$ cat config.mk
export PLATFORM = sky130hd
export DESIGN_NAME = ipru_ram
export DESIGN_NICKNAME = d
export VERILOG_FILES = /design/src/rtl/ipru_ram.sv
export SDC_FILE = /design/constraint.sdc
export NUM_CORES = 1
export LEC_CHECK = 0
export BUFFER_PORTS_ARGS = -buffer_cell sky130_fd_sc_hd__buf_4
export CORE_AREA = 5 5 104 106
export DETAILED_ROUTE_END_ITERATION = 10
export DIE_AREA = 0 0 109 111
export PLACE_DENSITY = 0.72
export SETUP_SLACK_MARGIN = 0.02
export SYNTH_ARGS = -nofsm -noshare
export SYNTH_HDL_FRONTEND = slang
export SYNTH_SLANG_ARGS = --single-unit
$ cat constraint.sdc
create_clock -name clock -period 4.1 [get_ports clock]
set_input_delay 0.41 -clock clock [delete_from_list [all_inputs] [get_ports clock]]
set_output_delay 0.41 -clock clock [all_outputs]
set_load 0.03 [all_outputs]
$ cat src/rtl/ipru_ram.sv
module ipru_ram #(
   parameter int WIDTH = 8,
   parameter int DEPTH = 16
) (
   input  logic                     clock,
   input  logic                     we,
   input  logic [$clog2(DEPTH)-1:0] waddr,
   input  logic [WIDTH-1:0]         wdata,
   input  logic                     re,
   input  logic [$clog2(DEPTH)-1:0] raddr,
   output logic [WIDTH-1:0]         rdata
);

   logic [WIDTH-1:0] mem_ff [DEPTH];
   logic [WIDTH-1:0] rdata_ff;

   always_ff @(posedge clock) begin
      if (we) begin
         mem_ff[waddr] <= wdata;
      end
      if (re) begin
         rdata_ff <= mem_ff[raddr];
      end
   end

   assign rdata = rdata_ff;

endmodule

After elaboration in Yosys (flattened, before gate mapping). Memory sizes are Yosys's and may differ from the RTL's. A register that Yosys moved wholly into a read port is not among the register bits. Index checks and enable logic that the tools add are counted.

Flip-flop bits (word level): 0. Bits in latches: 0. RAM bits: 128. Memory bits (read-only): 0. Bits of input ports: 19. Output and inout port bits: 8. Logic and storage cells: 3. Memories kept: 1.

Add/sub/neg operators: 0. Multiply operators: 0. Div/mod/pow operators: 0. Order comparisons: 0. Equality and inequality tests: 0. Shifts and indexed selects: 0. Mux-type cells: 2. Bitwise operators: 0. Reductions and logical operators: 0.

Memory list: mem_ff (words 16, width 8, rd ports 1, clocked after memory_dff 1, write ports 1, line 14) `logic [WIDTH-1:0] mem_ff [DEPTH];`.

Operators by type and width (count): $mux 1 (2).

Logic depth before layout (Yosys ltp). Gate-level depths: netlist of run 1.

Word-level depth: 2. Depth in mapped cells: 5.

Worst setup path after synthesis of run 1. No wires, ideal clock.

Kind: input to register. From: in waddr[2]. To: mem mem_ff[0][0], enable pin. Setup time: 0.383 ns. Arrival: 1.520 ns. Setup slack: 2.197 ns. Cell stages on the path: 2. Path buffers: 0. Path through: or3b_2 -> nor3_1.

RTL lines: from (decl) (line 7) `input logic [$clog2(DEPTH)-1:0] waddr,`; to (decl) (line 14).

No word-level cell before the write port.

Final worst setup path of run 1.
From: in waddr[2]. To: mem mem_ff[0][2], enable pin.

No word-level cell before the write port.

==> metrics.md, run 1 <==
| Metric | Value |
|---|---|
| Vert. Die Dim | `around 110 um` |
| RR Startpoint | `mem_ff[9][4]$_DFFE_PP_` |
| Clk pwr share | `a little under half` |
| Static leakage | `0.002044 uW` |
| Startpoint types | `input port` |
| # hold bufs at CTS | `0` |
| Critical path data arrival time | `1.99 ns` |
| Post-detail-place hpwl | `5735 um` |
| Die area | `about 12000 um^2` |
| H-tree depth | `4` |
| Cell accounting for the most synthesized area | `edfxtp_1` |
| Critical path origin | `waddr[2]` |
| Die Wd | `~110 um` |
| Pins Over Slew Limit | `0` |
| Total core area | `roughly 9700 um^2` |
| Slew HR | `17.62%` |
| Initial antenna violation count | `0` |
| Setup Skew | `0.007107 ns` |
| Vias/cell | `5.850` |
| IO Pins | `27` |
| Compound-cell area share of the yosys netlist | `2.298%` |
| Most frequent cells in the layout | `136 x edfxtp_1, 29 x buf_4, 18 x mux4_2` |
| GRT overflow | `0` |
| Worst-Margin Slew | `1.226 ns` |
| Filler cells | `about 640` |
| Final antenna-violating net count | `0` |
| Area contributors post-synth | `edfxtp_1 78%, mux4_2 7.8%, mux4_1 7.0%` |
| Clock transition at path regs | `0.05 ns` |
| Sw Pwr | `~620 uW` |
| CTS Buffer Depth | `2` |
| GRT Resource Usage Total | `17.45%` |
| Synth cell types | `18` |
| Post-CTS Resized | `0` |
| Hold WC Path Type | `in -> reg` |
| Yosys warnings | `0` |
| Crit end category | `flip-flop` |
| Post-synthesis adder-cell area fraction | `0%` |
| Root buffer cell | `clkbuf_8` |
| Kind of critical path | `in -> reg` |
| Setup Buffers After CTS | `0` |
| Cell row count | `36` |
| First-pass GRT wire length | `14720 um` |
| Main combinational cell family by area after synthesis | `multiplexers` |
| Cell Int Power | `approximately 2700 uW` |
| Synth top area share | `between 70% and 80%` |
| Design Area, Final | `slightly above 6000 um^2` |
| Register area share after synthesis | `78.12%` |
| Net Sw Frac | `between 10% and 20%` |
| Ratio of final minimum period to clock period | `45.60%` |
| Vias in the first global route | `2483` |
| Critical Path RT | `approximately 4.2 ns` |
| Nets@finish | `around 290` |
| Hold Startpoint | `re` |
| Fin crit period | `1.869 ns` |
| DR vias | `2416` |
| Synthesis-to-layout area growth | `17.28%` |
| I/O Buffers | `26` |
| Xor/xnor share of the synthesized area | `0%` |
| Remaining DRCs | `0` |
| Combinational power share | `4.7%` |
| Critical path peak fanout | `8` |
| First DRT Iteration DRCs | `172` |
| Drt pass-1 iters | `5` |
| Num CTS Buffers | `17` |
| Sequential power share | `47.9%` |
| Final hold vios | `0` |
| PD cells | `roughly 540 nW/um^2` |
| Routed WL | `roughly 9800 um` |
| Hold_ws | `around 0.20 ns` |
| Mux cell area share after synthesis | `14.79%` |
| Endpoints failing setup | `0` |
| Max-cap violations | `0` |
| Largest net degree at the start of global routing | `33` |
| Gpl congestion | `0.7249` |
| Sequential cell area | `4084 um^2` |
| Clock latency on the worst-skew pair | `0.52 ns` |
| Wirelength per Cell | `23.69 um` |
| Multi-input gate area | `1057 um^2` |
| Net Count, Synth | `around 250` |
| Placed cell area | `5525 um^2` |
| Setup Total Neg Slack | `0 ns` |
| Synthesized area | `roughly 5200 um^2` |
| Diodes inserted | `0` |
| Clock sinks | `136` |
| Simple-gate portion of the synthesized area | `between 3 and 4%` |
| Initial core utilization | `between 50% and 60%` |
| Cell count after synthesis | `229` |
| Status | `completed` |
| IR drop worst, VDD | `roughly 0.24 mV` |
| Syn Area/Cell | `22.83 um^2` |
| Commonest non-fill, non-tap cell in the layout | `edfxtp_1` |
| CTS tree | `yes` |
| RSZ-0062 raised after global routing | `false` |
| Synth Register Bits | `136` |
| Fmax | `534.9 MHz` |
| Share of cells above drive strength 1 | `26.07%` |
-- synthesized netlist by cell type --
library cell and n:
a22oi_1 16, and2_1 1, and2b_1 1, buf_2 3, buf_4 1, buf_6 3, clkdlybuf4s25_2 3, edfxtp_1 136
mux4_1 14, mux4_2 18, nand2_1 9, nand2b_1 2, nand3_1 1, nand3b_1 2, nor2_1 13, nor2b_1 1
nor3_1 4, or3b_2 1
-- layout make-up --
type	count	area share (%)
Sequential cell	136	66.61
Multi-Input combinational cell	83	17.24
Clock buffer	20	6.939
Timing Repair Buffer	29	3.551
Clock inverter	12	2.939
Tap cell	133	2.714
-- per-layer routing --
| layer | GRT usage, % | share of wire [%] |
|---|---|---|
| met2 | 26.29 | 50 |
| met4 | 5.892 | 0.87 |
| met5 | 0 | 0 |
| met3 | 6.115 | 7.2 |
| met1 | 23.86 | 42 |
-- kinds of logic (layout without fill, tap and decap cells) --
logic type      count (synthesis)  count (layout)
compound gates                 16              16
buf+inv                        10              61
flops                         136             136
mux                            32              32
simple gates                   35              35
-- path summary, 6_finish.rpt --
path | slack (ns) | cells after the start | to
max | 2.23 | 3 | mem_ff[0][2]$_DFFE_PP_
max reg2reg | 2.55 | 3 | rdata[4]$_DFFE_PP_
min | 0.20 | 1 | rdata[1]$_DFFE_PP_
min reg2reg | 0.75 | 3 | rdata[0]$_DFFE_PP_
-- stage by stage --
step | utilization [%] | std cells | power [uW] | setup WS (ns)
after CTS | 63.31 | 413 | 3302 | 2.305
final | 63.31 | 413 | 3288 | 2.231
after global placement | 57.05 | 381 | 1754 | 1.812
after global routing | 63.31 | 413 | 3383 | 2.208
after detailed placement | 57.05 | 381 | 1759 | 1.763
after floorplan | - | 229 | 1694 | 2.197
-- registers in the layout, summed over array words and instances, names as in the netlist --
name / cells
mem_ff: 128
rdata: 8
-- critical path, stage by stage --
cell and delay, ns:
buf_4 0.12, or3b_2 0.51, nor3_1 0.95
-- power groups by stage --
stage | Sequential, uW | Clock, uW | Combinational, uW
3_3_place_gp | 1600 | 0 | 152
2_1_floorplan | 1620 | 0 | 79.1
3_5_place_dp | 1600 | 0 | 155
4_1_cts | 1580 | 1570 | 156
5_1_grt | 1580 | 1640 | 167
6_report | 1580 | 1560 | 154
(Power assumes the default switching activity.)
==> inputs of run 2 (changes only) <==
--- a/config.mk
+++ b/config.mk
@@ -5,11 +5,12 @@
 export SDC_FILE = /design/constraint.sdc
 export NUM_CORES = 1
 export LEC_CHECK = 0
+export ABC_AREA = 1
 export BUFFER_PORTS_ARGS = -buffer_cell sky130_fd_sc_hd__buf_4
-export CORE_AREA = 5 5 104 106
+export CORE_AREA = 5 5 110 112
 export DETAILED_ROUTE_END_ITERATION = 10
-export DIE_AREA = 0 0 109 111
-export PLACE_DENSITY = 0.72
+export DIE_AREA = 0 0 115 117
+export PLACE_DENSITY = 0.74
 export SETUP_SLACK_MARGIN = 0.02
 export SYNTH_ARGS = -nofsm -noshare
 export SYNTH_HDL_FRONTEND = slang
==> constraint.sdc (replaced) <==
create_clock -name clock -period 1.5 [get_ports clock]
set_input_delay 0.15 -clock clock [delete_from_list [all_inputs] [get_ports clock]]
set_output_delay 0.15 -clock clock [all_outputs]
set_load 0.03 [all_outputs]
==> run 2 against run 1 <==
Net effect: wire length rose by 37%; first-iteration DRC count is 150% higher; sequential power grew to 2.7 times the previous value; highest routed layer unchanged.
==> metrics.md, run 2 <==
| Metric | Value |
|---|---|
| Die area | `13460 um^2 (was 12100 um^2)` |
| Wirelength per Cell | `17.86 um (was 23.69 um)` |
| Sequential power share | `48.2% (was 47.9%)` |
| Design Area, Final | `6850 um^2 (was 6131 um^2)` |
| Final hold vios | `0 (unchanged)` |
| Die Wd | `115 um (was 109 um)` |
| DR vias | `3932 (was 2416)` |
| Startpoint types | `flip-flop (was input port)` |
| First-pass GRT wire length | `21020 um (was 14720 um)` |
| Final antenna-violating net count | `0 (unchanged)` |
| Combinational power share | `6.6% (was 4.7%)` |
| CTS tree | `yes (unchanged)` |
| Simple-gate portion of the synthesized area | `20.76% (was 3.135%)` |
| Most frequent cells in the layout | `173 x nand2_1, 136 x edfxtp_1, 100 x inv_1 (was 136 x edfxtp_1, 29 x buf_4, 18 x mux4_2)` |
| Vert. Die Dim | `117 um (was 111 um)` |
| Nets@finish | `615 (was 286)` |
| GRT overflow | `0 (unchanged)` |
| Placed cell area | `6272 um^2 (was 5525 um^2)` |
| Sw Pwr | `2017 uW (was 621.0 uW)` |
| Max-cap violations | `0 (unchanged)` |
| Setup Total Neg Slack | `0 ns (unchanged)` |
| IR drop worst, VDD | `0.6489 mV (was 0.2357 mV)` |
| Pins Over Slew Limit | `0 (unchanged)` |
| Worst-Margin Slew | `0.3709 ns (was 1.226 ns)` |
| Fin crit period | `1.179 ns` |
| Cell Chain, Critical Path | `buf_4 (was buf_4, or3b_2, nor3_1)` |
| Synth cell types | `11 (was 18)` |
| Xor/xnor share of the synthesized area | `0% (unchanged)` |
| Ratio of final minimum period to clock period | `78.63%` |
| Cell Int Power | `6919 uW (was 2667 uW)` |
| Diodes inserted | `0 (unchanged)` |
| Share of cells above drive strength 1 | `13.63% (was 26.07%)` |
| Inst Count DP | `720 (was 381)` |
| Initial antenna violation count | `0 (unchanged)` |
| Largest net degree at the start of global routing | `37 (was 33)` |
| Buffer and inverter count on the worst path | `1 (unchanged)` |
| Status | `completed (unchanged)` |
| CTS Buffer Depth | `2 (unchanged)` |
| Yosys warnings | `0 (unchanged)` |
| Kind of critical path | `reg -> out (was in -> reg)` |
| Critical Path RT | `1.35 ns (was 4.22 ns)` |
| Mux cell area share after synthesis | `0% (was 14.79%)` |
| Cell accounting for the most synthesized area | `edfxtp_1 (unchanged)` |
| Net Sw Frac | `22.57% (was 18.89%)` |
| Critical path peak fanout | `1 (was 8)` |
| Post-CTS Resized | `0 (unchanged)` |
| Static leakage | `0.002964 uW (was 0.002044 uW)` |
| Layout Cells excl Fill | `752 (was 413)` |
| Vias/cell | `5.229 (was 5.850)` |
| GRT Resource Usage Total | `21.67% (was 17.45%)` |
| H-tree depth | `4 (unchanged)` |
| Area contributors post-synth | `edfxtp_1 70%, nand2_1 11%, nand3_1 8.3% (was edfxtp_1 78%, mux4_2 7.8%, mux4_1 7.0%)` |
| Largest register FFs | `128 (unchanged)` |
| Fraction of registers with async set/reset | `0% (unchanged)` |
| PD cells | `1304 nW/um^2 (was 536.3 nW/um^2)` |
| IO Pins | `27 (unchanged)` |
| Top reg by flops | `mem_ff (unchanged)` |
| RSZ-0062 raised after global routing | `false (unchanged)` |
| Routed WL | `13430 um (was 9782 um)` |
| Endpoints failing setup | `0 (unchanged)` |
| First DRT Iteration DRCs | `424 (was 172)` |
| Synth top area share | `69.85% (was 78.12%)` |
| Compound-cell area share of the yosys netlist | `0% (was 2.298%)` |
| Post-synthesis adder-cell area fraction | `0% (unchanged)` |
| Main combinational cell family by area after synthesis | `simple AND/OR/NAND/NOR gates (was multiplexers)` |
| Total core area | `11130 um^2 (was 9684 um^2)` |
| Slowest cell on the critical path | `edfxtp_1 (was nor3_1)` |
| Synth Register Bits | `136 (unchanged)` |
| Remaining DRCs | `0 (unchanged)` |
| Syn Area/Cell | `10.61 um^2 (was 22.83 um^2)` |
| Register area share after synthesis | `69.85% (was 78.12%)` |
| Fmax | `847.8 MHz` |
| Number of synthesized flops with an enable pin | `136 (unchanged)` |
| Synthesis-to-layout area growth | `17.16% (was 17.28%)` |
| Most common cell in the netlist | `nand2_1 (was edfxtp_1)` |
| Cell family with most CP delay | `flip-flops (was simple AND/OR/NAND/NOR gates)` |
| Setup Buffers After CTS | `0 (unchanged)` |
| Net Count, Synth | `570 (was 248)` |
| Hold WC Path Type | `in -> reg (unchanged)` |
| Cell count after synthesis | `551 (was 229)` |
| Critical path data arrival time | `1.03 ns (was 1.99 ns)` |
| Setup Skew | `0.004555 ns (was 0.007107 ns)` |
| I/O Buffers | `26 (unchanged)` |
| Clock sinks | `136 (unchanged)` |
| Initial core utilization | `52.55% (was 53.98%)` |
| Top_reg_cell synth | `edfxtp_1 (unchanged)` |
| Final Util | `61.57% (was 63.31%)` |
| Critical Path Max Stage Delay | `0.42 ns (was 0.95 ns)` |
| Clock latency on the worst-skew pair | `0.41 ns (was 0.52 ns)` |
| Commonest non-fill, non-tap cell in the layout | `nand2_1 (was edfxtp_1)` |
| Slew HR | `75.27% (was 17.62%)` |
| Drt pass-1 iters | `5 (unchanged)` |
| Hold_ws | `0.03704 ns (was 0.1981 ns)` |
| Crit end category | `primary output (was flip-flop)` |
| # hold bufs at CTS | `0 (unchanged)` |
| Clk pwr share | `45.2% (was 47.4%)` |
| Vias in the first global route | `3906 (was 2483)` |
| Post-detail-place hpwl | `8145 um (was 5735 um)` |
| Cell row count | `39 (was 36)` |
| Clock transition at path regs | `0.06 ns (was 0.05 ns)` |
| Commonest cells post-synth | `173 x nand2_1, 136 x edfxtp_1, 100 x inv_1, 97 x nand3_1, 17 x nor2_1 (was 136 x edfxtp_1, 18 x mux4_2, 16 x a22oi_1, 14 x mux4_1, 13 x nor2_1)` |
| Synthesized area | `5847 um^2 (was 5228 um^2)` |
| Root buffer cell | `clkbuf_16 (was clkbuf_8)` |
| Num CTS Buffers | `17 (unchanged)` |
| Gpl congestion | `0.8676 (was 0.7249)` |
## run 2: cell count changes after synthesis, moves of 4 or more
cell | previous run | this run
a22oi_1 | 16 | 0
buf_2 | 3 | 13
inv_1 | 0 | 100
mux4_1 | 14 | 0
mux4_2 | 18 | 0
nand2_1 | 9 | 173
nand3_1 | 1 | 97
nor2_1 | 13 | 17
nor3_1 | 4 | 0
## run 2: cells by family after synthesis
family / count (synthesis)
buffers and inverters: 126
AND/OR/NAND/NOR: 289
flip-flops: 136
## run 2: area by class of cell
cell class                      count  area (um^2)
Fill cell                         857         4275
Sequential cell                   136         4084
Multi-Input combinational cell    289         1214
Clock buffer                       18        429.2
Timing Repair Buffer               50        412.9
Inverter                          102        382.9
Tap cell                          143        178.9
Clock inverter                     14        148.9
## run 2: worst paths after layout
kind,from,end,slack [ns],depth (start not counted)
setup / recovery,rdata[0]$_DFFE_PP_,rdata[0],0.32,1
hold / removal,re,rdata[7]$_DFFE_PP_,0.04,1
setup reg to reg,mem_ff[1][7]$_DFFE_PP_,rdata[7]$_DFFE_PP_,0.36,6
hold reg to reg,mem_ff[10][2]$_DFFE_PP_,rdata[2]$_DFFE_PP_,0.77,6
## run 2: layer usage
metal	global-route usage, %	vias up	part of all wire [%]
li1	-	1871	-
met1	26.71	1867	40
met2	35.84	165	50
met3	5.758	29	6.9
met4	10.33	0	2.7
met5	0	-	0
## run 2: through the flow
step                worst slack (ns)  total power, uW
floorplan                     0.3992             4718
global placement              0.1800             4948
detailed placement            0.1585             4965
CTS                           0.3065             8994
global route                  0.2817             9213
finish                        0.3205             8936
## run 2: power groups by stage
stage | logic, uW | clock network [uW] | registers [uW]
3_5_place_dp | 576 | 0 | 4390
2_1_floorplan | 300 | 0 | 4420
4_1_cts | 585 | 4100 | 4310
6_report | 586 | 4040 | 4310
3_3_place_gp | 562 | 0 | 4390
5_1_grt | 641 | 4260 | 4320
==> inputs of run 3 (changes only) <==
--- a/config.mk
+++ b/config.mk
@@ -10,7 +10,7 @@
 export CORE_AREA = 5 5 110 112
 export DETAILED_ROUTE_END_ITERATION = 10
 export DIE_AREA = 0 0 115 117
-export PLACE_DENSITY = 0.74
+export PLACE_DENSITY = 0.71
 export SETUP_SLACK_MARGIN = 0.02
 export SYNTH_ARGS = -nofsm -noshare
 export SYNTH_HDL_FRONTEND = slang
==> constraint.sdc (replaced) <==
create_clock -name clock -period 1.1 [get_ports clock]
set_input_delay 0.11 -clock clock [delete_from_list [all_inputs] [get_ports clock]]
set_output_delay 0.11 -clock clock [all_outputs]
set_load 0.03 [all_outputs]
==> run 3 against run 2 <==
Net effect: final cell count is the same; hold slack gained 0.0075 ns; critical endpoint is now rdata[5]; combinational power grew 55%; largest cell class unchanged; utilization grew 3.8 points; count of clock-buffer cells in the layout shrank 1; largest power group is now clock; sequential share of layout area shrank 3.4 points; clock skew grew 0.00077 ns; register-to-register slack lost 0.34 ns; the run now ends with negative setup slack left; sequential power grew 36%.
==> metrics.md, run 3 (synthesis results as in run 2) <==
| Metric | Value |
|---|---|
| Slew HR | `51.83% (was 75.27%)` |
| PD cells | `1826 nW/um^2 (was 1304 nW/um^2)` |
| Crit end category | `primary output (unchanged)` |
| Root buffer cell | `clkbuf_16 (unchanged)` |
| Setup WS pre-CTS | `-0.2036 ns (was 0.1585 ns)` |
| Hold_ws | `0.04455 ns (was 0.03704 ns)` |
| Fin worst setup slack | `-0.02666 ns (was 0.3205 ns)` |
| Fmax | `887.6 MHz` |
| M1 WL | `5355 um (was 5439 um)` |
| Multi-input gate area | `1466 um^2 (was 1214 um^2)` |
| Die Wd | `115 um (unchanged)` |
| Initial core utilization | `52.55% (unchanged)` |
| Gpl congestion | `0.8293 (was 0.8676)` |
| GRT overflow | `0 (unchanged)` |
| Most frequent cells in the layout | `168 x nand2_1, 136 x edfxtp_1, 97 x inv_1 (was 173 x nand2_1, 136 x edfxtp_1, 100 x inv_1)` |
| Initial antenna violation count | `0 (unchanged)` |
| Fin crit period | `1.127 ns` |
| Kind of critical path | `reg -> out (unchanged)` |
| Top reg by flops | `mem_ff (unchanged)` |
| Reg-to-reg setup timing slack | `0.02 ns (was 0.36 ns)` |
| CTS Buffer Depth | `2 (unchanged)` |
| Remaining DRCs | `0 (unchanged)` |
| Final Util | `65.34% (was 61.57%)` |
| Diodes inserted | `0 (unchanged)` |
| Pins Over Slew Limit | `0 (unchanged)` |
| Vias in the first global route | `3938 (was 3906)` |
| Nets@finish | `616 (was 615)` |
| Clock sinks | `136 (unchanged)` |
| Clock transition at path regs | `0.06 ns (about the same)` |
| Critical path peak fanout | `1 (unchanged)` |
| RSZ-0062 raised after global routing | `true (was false)` |
| Slowest cell on the critical path | `edfxtp_1 (unchanged)` |
| Design Area, Final | `7269 um^2 (was 6850 um^2)` |
| Worst r2r path cells | `6 (unchanged)` |
| Critical path origin | `rdata[5]$_DFFE_PP_ (was rdata[0]$_DFFE_PP_)` |
| Cell family with most CP delay | `flip-flops (unchanged)` |
| Critical path data arrival time | `1.02 ns (was 1.03 ns)` |
| Static leakage | `0.003132 uW (was 0.002964 uW)` |
| Hold Startpoint | `wdata[1] (was re)` |
| DR vias | `3924 (was 3932)` |
| FF-to-FF End | `rdata[1]$_DFFE_PP_ (was rdata[7]$_DFFE_PP_)` |
| Share of cells above drive strength 1 | `22.50% (was 13.63%)` |
| Inst Count DP | `720 (unchanged)` |
| Largest register FFs | `128 (unchanged)` |
| Sequential cell area | `4084 um^2 (unchanged)` |
| Wirelength per Cell | `17.69 um (was 17.86 um)` |
| First DRT Iteration DRCs | `436 (was 424)` |
| Setup Skew | `0.005328 ns (was 0.004555 ns)` |
| Post-detail-place hpwl | `7930 um (was 8145 um)` |
| Total core area | `11130 um^2 (unchanged)` |
| Commonest non-fill, non-tap cell in the layout | `nand2_1 (unchanged)` |
| Cell Chain, Critical Path | `buf_6 (was buf_4)` |
| Num CTS Buffers | `17 (unchanged)` |
| Largest net degree at the start of global routing | `35 (was 37)` |
| First-pass GRT wire length | `20610 um (was 21020 um)` |
| IO Pins | `27 (unchanged)` |
| Worst Hold End | `mem_ff[7][1]$_DFFE_PP_ (was rdata[7]$_DFFE_PP_)` |
| Critical Path Max Stage Delay | `0.44 ns (was 0.42 ns)` |
| Vert. Die Dim | `117 um (unchanged)` |
| I/O Buffers | `26 (unchanged)` |
| Vias/cell | `5.218 (was 5.229)` |
| Failing checks | `negative setup slack` |
| Synthesis-to-layout area growth | `24.33% (was 17.16%)` |
| Layout Cells excl Fill | `752 (unchanged)` |
| Max Used Layer | `met4 (unchanged)` |
| Routed WL | `13300 um (was 13430 um)` |
| Drt pass-1 iters | `5 (unchanged)` |
| Met2 wire len | `6801 um (was 6706 um)` |
| H-tree depth | `4 (unchanged)` |
| Worst-Margin Slew | `0.7215 ns (was 0.3709 ns)` |
| Filler cells | `839 (was 857)` |
| Startpoint types | `flip-flop (unchanged)` |
| Final antenna-violating net count | `0 (unchanged)` |
| GRT Resource Usage Total | `21.08% (was 21.67%)` |
| Status | `complete, but fails checks (was completed)` |
| Ratio of final minimum period to clock period | `102.4%` |
| IR drop worst, VDD | `0.8710 mV (was 0.6489 mV)` |
| Critical Path RT | `0.99 ns (was 1.35 ns)` |
| Met3 WL | `771 um (was 924 um)` |
| Hold path depth | `1 (unchanged)` |
| Endpoints failing setup | `1 (was 0)` |
| Hold WC Path Type | `in -> reg (unchanged)` |
| Die area | `13460 um^2 (unchanged)` |
| Buffer and inverter count on the worst path | `1 (unchanged)` |
| Cell row count | `39 (unchanged)` |
| Clock latency on the worst-skew pair | `0.41 ns (about the same)` |
| RR Startpoint | `mem_ff[0][1]$_DFFE_PP_ (was mem_ff[1][7]$_DFFE_PP_)` |
| Placed cell area | `6297 um^2 (was 6272 um^2)` |
| Max-cap violations | `0 (unchanged)` |
| Final hold vios | `0 (unchanged)` |
| CTS tree | `yes (unchanged)` |
==> run 3: cell count changes in the layout (fill, tap and decap cells not counted), moves of 5 or more <==
| cell | change |
|---|---|
| nand2_2 | +5 |
| nand3_2 | +48 |
| buf_6 | +8 |
| nand3_1 | -48 |
| buf_4 | -10 |
| bufinv_16 | +5 |
| nand2_1 | -5 |
==> run 3: layout make-up <==
class	count	area share (%)
tap	143	2.461
multi-input combinational	289	20.17
clock buffer	17	5.852
clock inverter	14	3.494
sequential	136	56.18
inverter	102	5.267
timing repair buffer	51	6.575
==> run 3: metal layers <==
metal  vias to the layer above  track usage (%)
li1                       1870                -
met1                      1880            26.65
met2                       143            35.46
met3                        31            4.370
met4                         0            9.155
met5                         -                0
==> run 3: timing repair <==
| action | in CTS | in global routing |
|---|---|---|
| setup buffers | 0 | 0 |
| setup endpoints to repair | 11 | 16 |
| hold buffers | 1 | 0 |
| hold endpoints to repair | 8 | 0 |
| pin swaps | 3 | 21 |
| gates resized for setup | 20 | 44 |
==> run 3: report_power, final <==
part / internal (uW) / switching [uW] / total, uW
clock network: 4440 / 2050 / 6490
logic: 308 / 600 / 908
registers: 5840 / 37.4 / 5880
total: 10600 / 2680 / 13300
==> run 3: through the flow <==
step	power [uW]	TNS, ns
CTS	13290	-0.03775
floorplan	6433	0
global route	13680	-0.2692
global placement	6763	-1.557
finish	13280	-0.02666
detailed placement	6785	-2.280
==> run 3: worst max path at each step <==
| stage | slack, ns | cells after the start | endpoint |
|---|---|---|---|
| floorplan | 0.04 | 2 | mem_ff[4][0]$_DFFE_PP_ |
| global placement | -0.20 | 6 | rdata[4]$_DFFE_PP_ |
| detailed placement | -0.20 | 6 | rdata[4]$_DFFE_PP_ |
| CTS | -0.04 | 1 | rdata[5] |
| global route | -0.05 | 1 | rdata[5] |
| finish | -0.03 | 1 | rdata[5] |
